$ cat config.mk
export PLATFORM = sky130hd
export DESIGN_NAME = multibyte_char_codec_unit
export DESIGN_NICKNAME = d
export VERILOG_FILES = /design/src/rtl/core/mbc_pkg.sv /design/src/rtl/core/multibyte_char_codec_unit.sv
export SDC_FILE = /design/constraint.sdc
export NUM_CORES = 1
export LEC_CHECK = 0
export BUFFER_PORTS_ARGS = -buffer_cell sky130_fd_sc_hd__buf_2
export CORE_UTILIZATION = 55
export DETAILED_ROUTE_END_ITERATION = 10
export GPL_ROUTABILITY_DRIVEN = 0
export PLACE_DENSITY = 0.79
export RECOVER_POWER = 25
export SKIP_CTS_REPAIR_TIMING = 1
export SYNTH_ARGS = -nofsm -noshare
export SYNTH_HDL_FRONTEND = slang
export SYNTH_SLANG_ARGS = --single-unit
$ cat constraint.sdc
create_clock -name clk -period 8 [get_ports clk]
set_clock_uncertainty 0.05 [all_clocks]
set_input_delay 2 -clock clk [delete_from_list [all_inputs] [get_ports clk]]
set_output_delay 2 -clock clk [all_outputs]
set_load 0.01 [all_outputs]
$ cat src/rtl/core/mbc_pkg.sv
// ----------------------------------------------------------------------------
// mbc_pkg
// Shared codes and types of the multibyte character codec: status codes,
// encoding selector codes, register indexes and the result word layout.
// ----------------------------------------------------------------------------
package mbc_pkg;

	localparam logic [1:0] ST_OK         = 2'd0;
	localparam logic [1:0] ST_INCOMPLETE = 2'd1;
	localparam logic [1:0] ST_ERROR      = 2'd2;

	localparam logic [2:0] ENC_UNIBYTE = 3'd0;
	localparam logic [2:0] ENC_UTF8    = 3'd1;
	localparam logic [2:0] ENC_EUCJP   = 3'd2;
	localparam logic [2:0] ENC_EUCCN   = 3'd3;
	localparam logic [2:0] ENC_SJIS    = 3'd4;

	localparam logic REG_ENC_SEL = 1'b0;
	localparam logic REG_STRICT  = 1'b1;

	localparam logic [7:0] ASCII_MAX = 8'h7F;
	localparam logic [7:0] EUC_SS2   = 8'h8E;
	localparam logic [7:0] EUC_SS3   = 8'h8F;

	localparam logic [23:0] UNI_MAX     = 24'h0000FF;
	localparam logic [23:0] UTF8_MAX1   = 24'h00007F;
	localparam logic [23:0] UTF8_MAX2   = 24'h0007FF;
	localparam logic [23:0] BMP_MAX     = 24'h00FFFF;
	localparam logic [23:0] UTF8_MAX4   = 24'h10FFFF;
	localparam logic [23:0] EUCJP_MAX3  = 24'h8FFFFF;

	typedef struct packed {
		logic [1:0]  status;
		logic [2:0]  char_length;
		logic [23:0] code;
		logic [7:0]  byte0;
		logic [7:0]  byte1;
		logic [7:0]  byte2;
		logic [7:0]  byte3;
	} mbc_result_t;

endpackage

$ cat src/rtl/core/multibyte_char_codec_unit.sv
// ----------------------------------------------------------------------------
// multibyte_char_codec_unit
// Decodes the first character of a byte window or encodes one code value
// in the encoding chosen by a configuration register.
// ----------------------------------------------------------------------------
// Usage:
//   Request channel (req_valid / req_stall) carries op, the four window
//   bytes, bytes_available and code_in. A word is taken at a clock edge
//   with req_valid high and req_stall low.
//   Response channel (rsp_valid / rsp_stall) carries status, char_length,
//   code_out and out_byte0..3, one response word per request word.
//   Configuration channel (cfg_valid / cfg_ready / cfg_index / cfg_data)
//   writes encoding_select (index 0) and strict_check (index 1); cfg_ready
//   is always high, writes are meant for when no word is in flight.
//   Path: a request word that is taken is held in the input register, and its
//   result is held in the result register, which drives the response outputs.
//   Throughput: one word per cycle while no response is held under rsp_stall,
//   set by the input register and the result register with the range compares and byte packing between them.
//   With a response held under rsp_stall, one more word fills the input
//   register, which then holds it with req_stall high; nothing is dropped.
//   Reset: both stages empty, encoding_select 0 (unibyte), strict_check 1.
// ----------------------------------------------------------------------------
module multibyte_char_codec_unit
	import mbc_pkg::*;
(
	input  logic        clk,
	input  logic        arst_n,

	input  logic        req_valid,
	output logic        req_stall,
	input  logic        op,
	input  logic [7:0]  in_byte0,
	input  logic [7:0]  in_byte1,
	input  logic [7:0]  in_byte2,
	input  logic [7:0]  in_byte3,
	input  logic [2:0]  bytes_available,
	input  logic [23:0] code_in,

	output logic        rsp_valid,
	input  logic        rsp_stall,
	output logic [1:0]  status,
	output logic [2:0]  char_length,
	output logic [23:0] code_out,
	output logic [7:0]  out_byte0,
	output logic [7:0]  out_byte1,
	output logic [7:0]  out_byte2,
	output logic [7:0]  out_byte3,

	input  logic        cfg_valid,
	output logic        cfg_ready,
	input  logic        cfg_index,
	input  logic [2:0]  cfg_data
);

	function automatic logic gr94(input logic [7:0] c);
		return c inside {[8'hA1:8'hFE]};
	endfunction

	function automatic logic gr96(input logic [7:0] c);
		return c inside {[8'hA0:8'hFF]};
	endfunction

	function automatic logic sj_lead(input logic [7:0] c);
		return c inside {[8'h81:8'h9F], [8'hE0:8'hFC]};
	endfunction

	function automatic logic sj_trail(input logic [7:0] c);
		return (c inside {[8'h40:8'hFC]}) && (c != ASCII_MAX);
	endfunction

	function automatic logic utf8_trail(input logic [7:0] c);
		return c[7:6] == 2'b10;
	endfunction

	function automatic mbc_result_t decode_word(
		input logic [7:0] b0,
		input logic [7:0] b1,
		input logic [7:0] b2,
		input logic [7:0] b3,
		input logic [2:0] size,
		input logic [2:0] sel,
		input logic       strict
	);
		mbc_result_t r;
		logic [2:0]  n;
		logic        done;
		r    = '0;
		n    = 3'd1;
		done = 1'b0;
		if (size == 3'd0) begin
			done = 1'b1;
		end else if (sel == ENC_UTF8) begin
			if (b0 <= ASCII_MAX) begin
				n = 3'd1;
			end else if (b0[7:5] == 3'b110) begin
				n = 3'd2;
			end else if (b0[7:4] == 4'b1110) begin
				n = 3'd3;
			end else if (b0[7:3] == 5'b11110) begin
				n = 3'd4;
			end else begin
				r.status = ST_ERROR; r.char_length = 3'd1; done = 1'b1;
			end
			if (!done && strict && n >= 3'd2) begin
				if (size < 3'd2) begin
					r.status = ST_INCOMPLETE; r.char_length = size; done = 1'b1;
				end else if (!utf8_trail(b1)) begin
					r.status = ST_ERROR; r.char_length = 3'd1; done = 1'b1;
				end
			end
			if (!done && strict && n >= 3'd3) begin
				if (size < 3'd3) begin
					r.status = ST_INCOMPLETE; r.char_length = size; done = 1'b1;
				end else if (!utf8_trail(b2)) begin
					r.status = ST_ERROR; r.char_length = 3'd1; done = 1'b1;
				end
			end
			if (!done && strict && n == 3'd4) begin
				if (size < 3'd4) begin
					r.status = ST_INCOMPLETE; r.char_length = size; done = 1'b1;
				end else if (!utf8_trail(b3)) begin
					r.status = ST_ERROR; r.char_length = 3'd1; done = 1'b1;
				end
			end
			if (!done && !strict && size < n) begin
				r.status = ST_INCOMPLETE; r.char_length = size; done = 1'b1;
			end
			if (!done) begin
				case (n)
					3'd1:    r.code = {16'd0, b0};
					3'd2:    r.code = {13'd0, b0[4:0], b1[5:0]};
					3'd3:    r.code = {8'd0, b0[3:0], b1[5:0], b2[5:0]};
					default: r.code = {3'd0, b0[2:0], b1[5:0], b2[5:0], b3[5:0]};
				endcase
				r.char_length = n;
				done = 1'b1;
			end
		end else if (sel == ENC_EUCJP) begin
			if (b0 <= ASCII_MAX) begin
				n = 3'd1;
			end else if (gr94(b0) || b0 == EUC_SS2) begin
				if (size < 3'd2) begin
					r.status = ST_INCOMPLETE; r.char_length = size; done = 1'b1;
				end else if (strict && !gr96(b1)) begin
					r.status = ST_ERROR; r.char_length = 3'd1; done = 1'b1;
				end else begin
					n = 3'd2;
				end
			end else if (b0 == EUC_SS3) begin
				if (strict) begin
					if (size < 3'd2) begin
						r.status = ST_INCOMPLETE; r.char_length = size; done = 1'b1;
					end else if (b1 == 8'hA0 || b1 == 8'hFF) begin
						n = 3'd2;
					end else if (!gr94(b1)) begin
						r.status = ST_ERROR; r.char_length = 3'd1; done = 1'b1;
					end else if (size < 3'd3) begin
						r.status = ST_INCOMPLETE; r.char_length = size; done = 1'b1;
					end else if (!gr94(b2)) begin
						r.status = ST_ERROR; r.char_length = 3'd1; done = 1'b1;
					end else begin
						n = 3'd3;
					end
				end else if (size < 3'd3) begin
					r.status = ST_INCOMPLETE; r.char_length = size; done = 1'b1;
				end else begin
					n = 3'd3;
				end
			end else begin
				r.status = ST_ERROR; r.char_length = 3'd1; done = 1'b1;
			end
		end else if (sel == ENC_EUCCN) begin
			if (b0 <= ASCII_MAX) begin
				n = 3'd1;
			end else if (gr94(b0)) begin
				if (size < 3'd2) begin
					r.status = ST_INCOMPLETE; r.char_length = size; done = 1'b1;
				end else if (strict && !gr96(b1)) begin
					r.status = ST_ERROR; r.char_length = 3'd1; done = 1'b1;
				end else begin
					n = 3'd2;
				end
			end else begin
				r.status = ST_ERROR; r.char_length = 3'd1; done = 1'b1;
			end
		end else if (sel == ENC_SJIS) begin
			if (sj_lead(b0)) begin
				if (size < 3'd2) begin
					r.status = ST_INCOMPLETE; r.char_length = size; done = 1'b1;
				end else if (strict && !sj_trail(b1)) begin
					r.status = ST_ERROR; r.char_length = 3'd1; done = 1'b1;
				end else begin
					n = 3'd2;
				end
			end
		end
		if (!done) begin
			case (n)
				3'd1:    r.code = {16'd0, b0};
				3'd2:    r.code = {8'd0, b0, b1};
				default: r.code = {b0, b1, b2};
			endcase
			r.char_length = n;
		end
		return r;
	endfunction

	function automatic mbc_result_t encode_word(
		input logic [23:0] ch,
		input logic [2:0]  sel,
		input logic        strict
	);
		mbc_result_t r;
		logic [7:0]  hi;
		logic [7:0]  lo;
		logic [7:0]  top;
		logic        bad;
		r   = '0;
		hi  = ch[15:8];
		lo  = ch[7:0];
		top = ch[23:16];
		bad = 1'b0;
		case (sel)
			ENC_UTF8: begin
				if (ch <= UTF8_MAX1) begin
					r.byte0 = lo; r.char_length = 3'd1;
				end else if (ch <= UTF8_MAX2) begin
					r.byte0 = {3'b110, ch[10:6]};
					r.byte1 = {2'b10, ch[5:0]};
					r.char_length = 3'd2;
				end else if (ch <= BMP_MAX) begin
					r.byte0 = {4'b1110, ch[15:12]};
					r.byte1 = {2'b10, ch[11:6]};
					r.byte2 = {2'b10, ch[5:0]};
					r.char_length = 3'd3;
				end else if (ch <= UTF8_MAX4) begin
					r.byte0 = {5'b11110, ch[20:18]};
					r.byte1 = {2'b10, ch[17:12]};
					r.byte2 = {2'b10, ch[11:6]};
					r.byte3 = {2'b10, ch[5:0]};
					r.char_length = 3'd4;
				end else begin
					bad = 1'b1;
				end
			end
			ENC_EUCJP: begin
				if (ch <= UTF8_MAX1) begin
					r.byte0 = lo; r.char_length = 3'd1;
				end else if (ch <= BMP_MAX) begin
					if (strict && ((!gr94(hi) && hi != EUC_SS2) || !gr96(lo))) begin
						bad = 1'b1;
					end else begin
						r.byte0 = hi; r.byte1 = lo; r.char_length = 3'd2;
					end
				end else if (ch <= EUCJP_MAX3) begin
					if (strict && (top != EUC_SS3 || !gr94(hi) || !gr94(lo))) begin
						bad = 1'b1;
					end else begin
						r.byte0 = top; r.byte1 = hi; r.byte2 = lo; r.char_length = 3'd3;
					end
				end else begin
					bad = 1'b1;
				end
			end
			ENC_EUCCN: begin
				if (ch <= UTF8_MAX1) begin
					r.byte0 = lo; r.char_length = 3'd1;
				end else if (ch <= BMP_MAX) begin
					if (strict && (!gr94(hi) || !gr96(lo))) begin
						bad = 1'b1;
					end else begin
						r.byte0 = hi; r.byte1 = lo; r.char_length = 3'd2;
					end
				end else begin
					bad = 1'b1;
				end
			end
			ENC_SJIS: begin
				if (strict && top != 8'd0) begin
					bad = 1'b1;
				end else if (sj_lead(hi)) begin
					if (strict && !sj_trail(lo)) begin
						bad = 1'b1;
					end else begin
						r.byte0 = hi; r.byte1 = lo; r.char_length = 3'd2;
					end
				end else begin
					r.byte0 = lo; r.char_length = 3'd1;
				end
			end
			default: begin
				if (strict && ch > UNI_MAX) begin
					bad = 1'b1;
				end else begin
					r.byte0 = lo; r.char_length = 3'd1;
				end
			end
		endcase
		if (bad) begin
			r = '0;
			r.status = ST_ERROR;
		end
		return r;
	endfunction

	logic [2:0]  enc_sel_q;
	logic        strict_q;

	logic        valid_s1;
	logic        op_s1;
	logic [7:0]  b0_s1;
	logic [7:0]  b1_s1;
	logic [7:0]  b2_s1;
	logic [7:0]  b3_s1;
	logic [2:0]  size_s1;
	logic [23:0] code_s1;

	logic        valid_s2;
	mbc_result_t res_s2;

	mbc_result_t res;
	logic [2:0]  size_sat;
	logic        advance;

	assign cfg_ready = 1'b1;

	always_ff @(posedge clk or negedge arst_n) begin
		if (!arst_n) begin
			enc_sel_q <= ENC_UNIBYTE;
			strict_q  <= 1'b1;
		end else if (cfg_valid && cfg_ready) begin
			case (cfg_index)
				REG_ENC_SEL: enc_sel_q <= cfg_data;
				REG_STRICT:  strict_q  <= cfg_data[0];
				default:     ;
			endcase
		end
	end

	// response slot empty or being taken
	assign advance   = !valid_s2 || !rsp_stall;
	assign req_stall = valid_s1 && !advance;

	always_ff @(posedge clk or negedge arst_n) begin
		if (!arst_n) begin
			valid_s1 <= 1'b0;
		end else if (!req_stall) begin
			valid_s1 <= req_valid;
		end
	end

	always_ff @(posedge clk) begin
		if (req_valid && !req_stall) begin
			op_s1   <= op;
			b0_s1   <= in_byte0;
			b1_s1   <= in_byte1;
			b2_s1   <= in_byte2;
			b3_s1   <= in_byte3;
			size_s1 <= bytes_available;
			code_s1 <= code_in;
		end
	end

	assign size_sat = (size_s1 > 3'd4) ? 3'd4 : size_s1;

	always_comb begin
		if (op_s1) begin
			res = encode_word(code_s1, enc_sel_q, strict_q);
		end else begin
			res = decode_word(b0_s1, b1_s1, b2_s1, b3_s1, size_sat, enc_sel_q, strict_q);
		end
	end

	always_ff @(posedge clk or negedge arst_n) begin
		if (!arst_n) begin
			valid_s2 <= 1'b0;
		end else if (advance) begin
			valid_s2 <= valid_s1;
		end
	end

	always_ff @(posedge clk) begin
		if (advance && valid_s1) begin
			res_s2 <= res;
		end
	end

	assign rsp_valid   = valid_s2;
	assign status      = res_s2.status;
	assign char_length = res_s2.char_length;
	assign code_out    = res_s2.code;
	assign out_byte0   = res_s2.byte0;
	assign out_byte1   = res_s2.byte1;
	assign out_byte2   = res_s2.byte2;
	assign out_byte3   = res_s2.byte3;

endmodule

==> flow_summary.json <==
{
  "cp-startpoint": "b0_s1[4]$_DFFE_PP_",
  "antenna_found_initial": 0,
  "worstPathMaxFanout": 24,
  "wl_per_cell_um": 20.4,
  "dp_hpwl_mm": 13.6,
  "cpPeakStageDelay_ns": 0.93,
  "cpMaxStageDelayCell": "nor2_1",
  "rsz0062_at_grt": "false",
  "post-place-ws_ns": 3.53,
  "core-area_um2": 12700,
  "vias": 6499,
  "hold_class": "reg -> reg",
  "portBuffers": 130,
  "r2r_setup_slack_ns": 3.26,
  "synth_edf_count": 120,
  "drt-vias-per-instance": 6.76,
  "clk_pin_slew_worst_paths_ns": 0.06,
  "fin_hold_ws_ns": 0.465,
  "slew_headroom": -1.09,
  "status": "finished, violations left",
  "path_depth": 10,
  "worst_slew_pin_slew_ns": 3.14,
  "peakVddDrop_mv": 0.132,
  "fp.dieW_um": 116,
  "drc": 1,
  "yosysSeqAreaShare": 0.524,
  "ant_nets": 0,
  "dieHeight_um": 116,
  "fmaxAchievable_mhz": 211,
  "hold_violations": 0,
  "cts_max_path_buffers": 2,
  "antenna_cells": 0,
  "initial_core_util": 0.565,
  "yosysWarnings": 0,
  "ys_seq_elements": 126,
  "clkSinkCount": 126,
  "ys_async_sr_fraction": 0.0476,
  "maxSlewViolCount": 61,
  "grt_pass1_vias": 5905,
  "detail_route.wirelength_mm": 19.6,
  "fin_nets": 847,
  "cp.arrival_ns": 4.96,
  "synth.distinct_cells": 86,
  "ioPinCount": 133,
  "timing.final.crit_period_ns": 4.74,
  "crit_family": "simple AND/OR/NAND/NOR gates",
  "htree_levels": 4,
  "first_pass_iters": 9,
  "critPathCapture": "code_out[9]$_SDFFCE_PP0P_",
  "grt_max_degree": 61,
  "area_delta_synth_final_pct": 17.6,
  "r2r-start": "b0_s1[4]$_DFFE_PP_",
  "grt.overflow.total": 0,
  "path_class": "reg -> reg",
  "maxCapViolCount": 1,
  "critPathCaptureType": "flip-flop",
  "p_per_area_nw_per_um2": 225,
  "layout-drive-gt1-share": 0.253,
  "finalCritPeriodShare": 0.592,
  "rr_endpoint": "code_out[9]$_SDFFCE_PP0P_",
  "setup-tns-final_ns": 0,
  "drtIter0Drc": 1199,
  "critPathBufInv": 1,
  "track_usage": 0.299,
  "die_area_um2": 13500,
  "worst_setup_path_start_kind": "flip-flop",
  "final_cell_mix": "buf_2 (127), edfxtp_1 (120), nand2_1 (58)",
  "crit_chain": "nand4_1 -> nor2_1 -> inv_1 -> ha_1 -> a211oi_1 -> a21oi_1 -> nand4_1 -> a2111oi_0 -> a21oi_1 -> o21ai_1",
  "dp.cells": 929,
  "syn_inst": 674,
  "clk_latency_ns": 0.43,
  "rr_worst_depth": 10,
  "root_buffer": "clkbuf_16",
  "power.leakage_nw": 3.15,
  "rows": 41,
  "grt_pass1_wl_mm": 30.3,
  "fin_ws_ns": 3.26,
  "layout_commonest_cell": "buf_2",
  "cts_tree": "yes",
  "avgSynthCellArea_um2": 10.6,
  "finalSetupViolations": 0,
  "synthFlopType": "edfxtp_1",
  "violations": "design-rule violations, max-capacitance violations, max-slew violations",
  "instances_no_fill": 961,
  "cp.required_ns": 8.22,
  "netlist_area_um2": 7160,
  "numCtsBuffers": 17
}
-- per-stage QoR --
stage	instance area (um^2)	utilization	power, W
4_1_cts	8430	0.666	0.00189
5_1_grt	8430	0.665	0.00195
3_3_place_gp	7840	0.618	0.00111
6_report	8430	0.665	0.00190
2_1_floorplan	7170	-	0.00103
3_5_place_dp	7840	0.618	0.00112
-- synth_stat cells, types with 14 or more instances --
| library cell | n | share of area |
|---|---|---|
| a22oi_1 | 19 | 0.020 |
| edfxtp_1 | 120 | 0.50 |
| a21oi_1 | 38 | 0.027 |
| inv_1 | 21 | 0.011 |
| nor3_1 | 15 | 0.010 |
| a21o_1 | 15 | 0.016 |
| clkbuf_1 | 20 | 0.010 |
| o21ai_0 | 17 | 0.012 |
| nand3_1 | 14 | 0.0098 |
| nand2_1 | 58 | 0.030 |
| nor2_1 | 44 | 0.023 |
| buf_2 | 23 | 0.016 |
-- flip-flops by register name, indices dropped and copies added, names as in the netlist --
name / flops
b0_s1: 8
b1_s1: 8
b2_s1: 8
b3_s1: 8
char_length: 3
code_out: 24
code_s1: 24
enc_sel_q: 3
op_s1: 1
out_byte0: 8
out_byte1: 8
out_byte2: 8
out_byte3: 7
rsp_valid: 1
size_s1: 3
status: 2
strict_q: 1
valid_s1: 1
-- area by class of cell --
class                      count  area (um^2)
timing repair buffer         134          673
multi-input combinational    476         3110
tap                          172          215
inverter                      21         78.8
fill                         985         4250
sequential                   126         3750
clock buffer                  17          425
clock inverter                15          171
-- cell families after synthesis --
group | count (synthesis) | share of synthesized area
AO/OA/AOI/OAI | 221 | 0.227
adder cells (fa/ha/maj) | 3 | 0.00507
buffers and inverters | 74 | 0.0447
flip-flops | 126 | 0.524
multiplexers | 18 | 0.0260
other | 2 | 0.00105
AND/OR/NAND/NOR | 230 | 0.171
-- worst min path at each step --
| stage | startpoint | to | slack (ns) | depth (start not counted) |
|---|---|---|---|---|
| after floorplan | valid_s1$_DFFE_PN0N_ | rsp_valid$_DFFE_PN0N_ | 0.39 | 1 |
| after global placement | valid_s1$_DFFE_PN0N_ | rsp_valid$_DFFE_PN0N_ | 0.42 | 1 |
| after global routing | valid_s1$_DFFE_PN0N_ | rsp_valid$_DFFE_PN0N_ | 0.50 | 1 |
| final | valid_s1$_DFFE_PN0N_ | rsp_valid$_DFFE_PN0N_ | 0.47 | 1 |
| after detailed placement | valid_s1$_DFFE_PN0N_ | rsp_valid$_DFFE_PN0N_ | 0.46 | 1 |
| after CTS | valid_s1$_DFFE_PN0N_ | rsp_valid$_DFFE_PN0N_ | 0.47 | 1 |
-- where the power goes --
group,internal (W),switching (W),leakage [nW],total (W)
sequential,0.000791,0.0000663,1.24,0.000857
combinational,0.000102,0.000164,1.63,0.000267
clock,0.000487,0.000284,0.286,0.000771
total,0.00138,0.000515,3.15,0.00190
-- metal layers --
layer,track usage,wire length [um]
met2,0.420,8410
met5,0,0
met1,0.415,7920
met3,0.0965,2620
met4,0.150,661
Note: power is estimated with default switching activity, not from simulation.
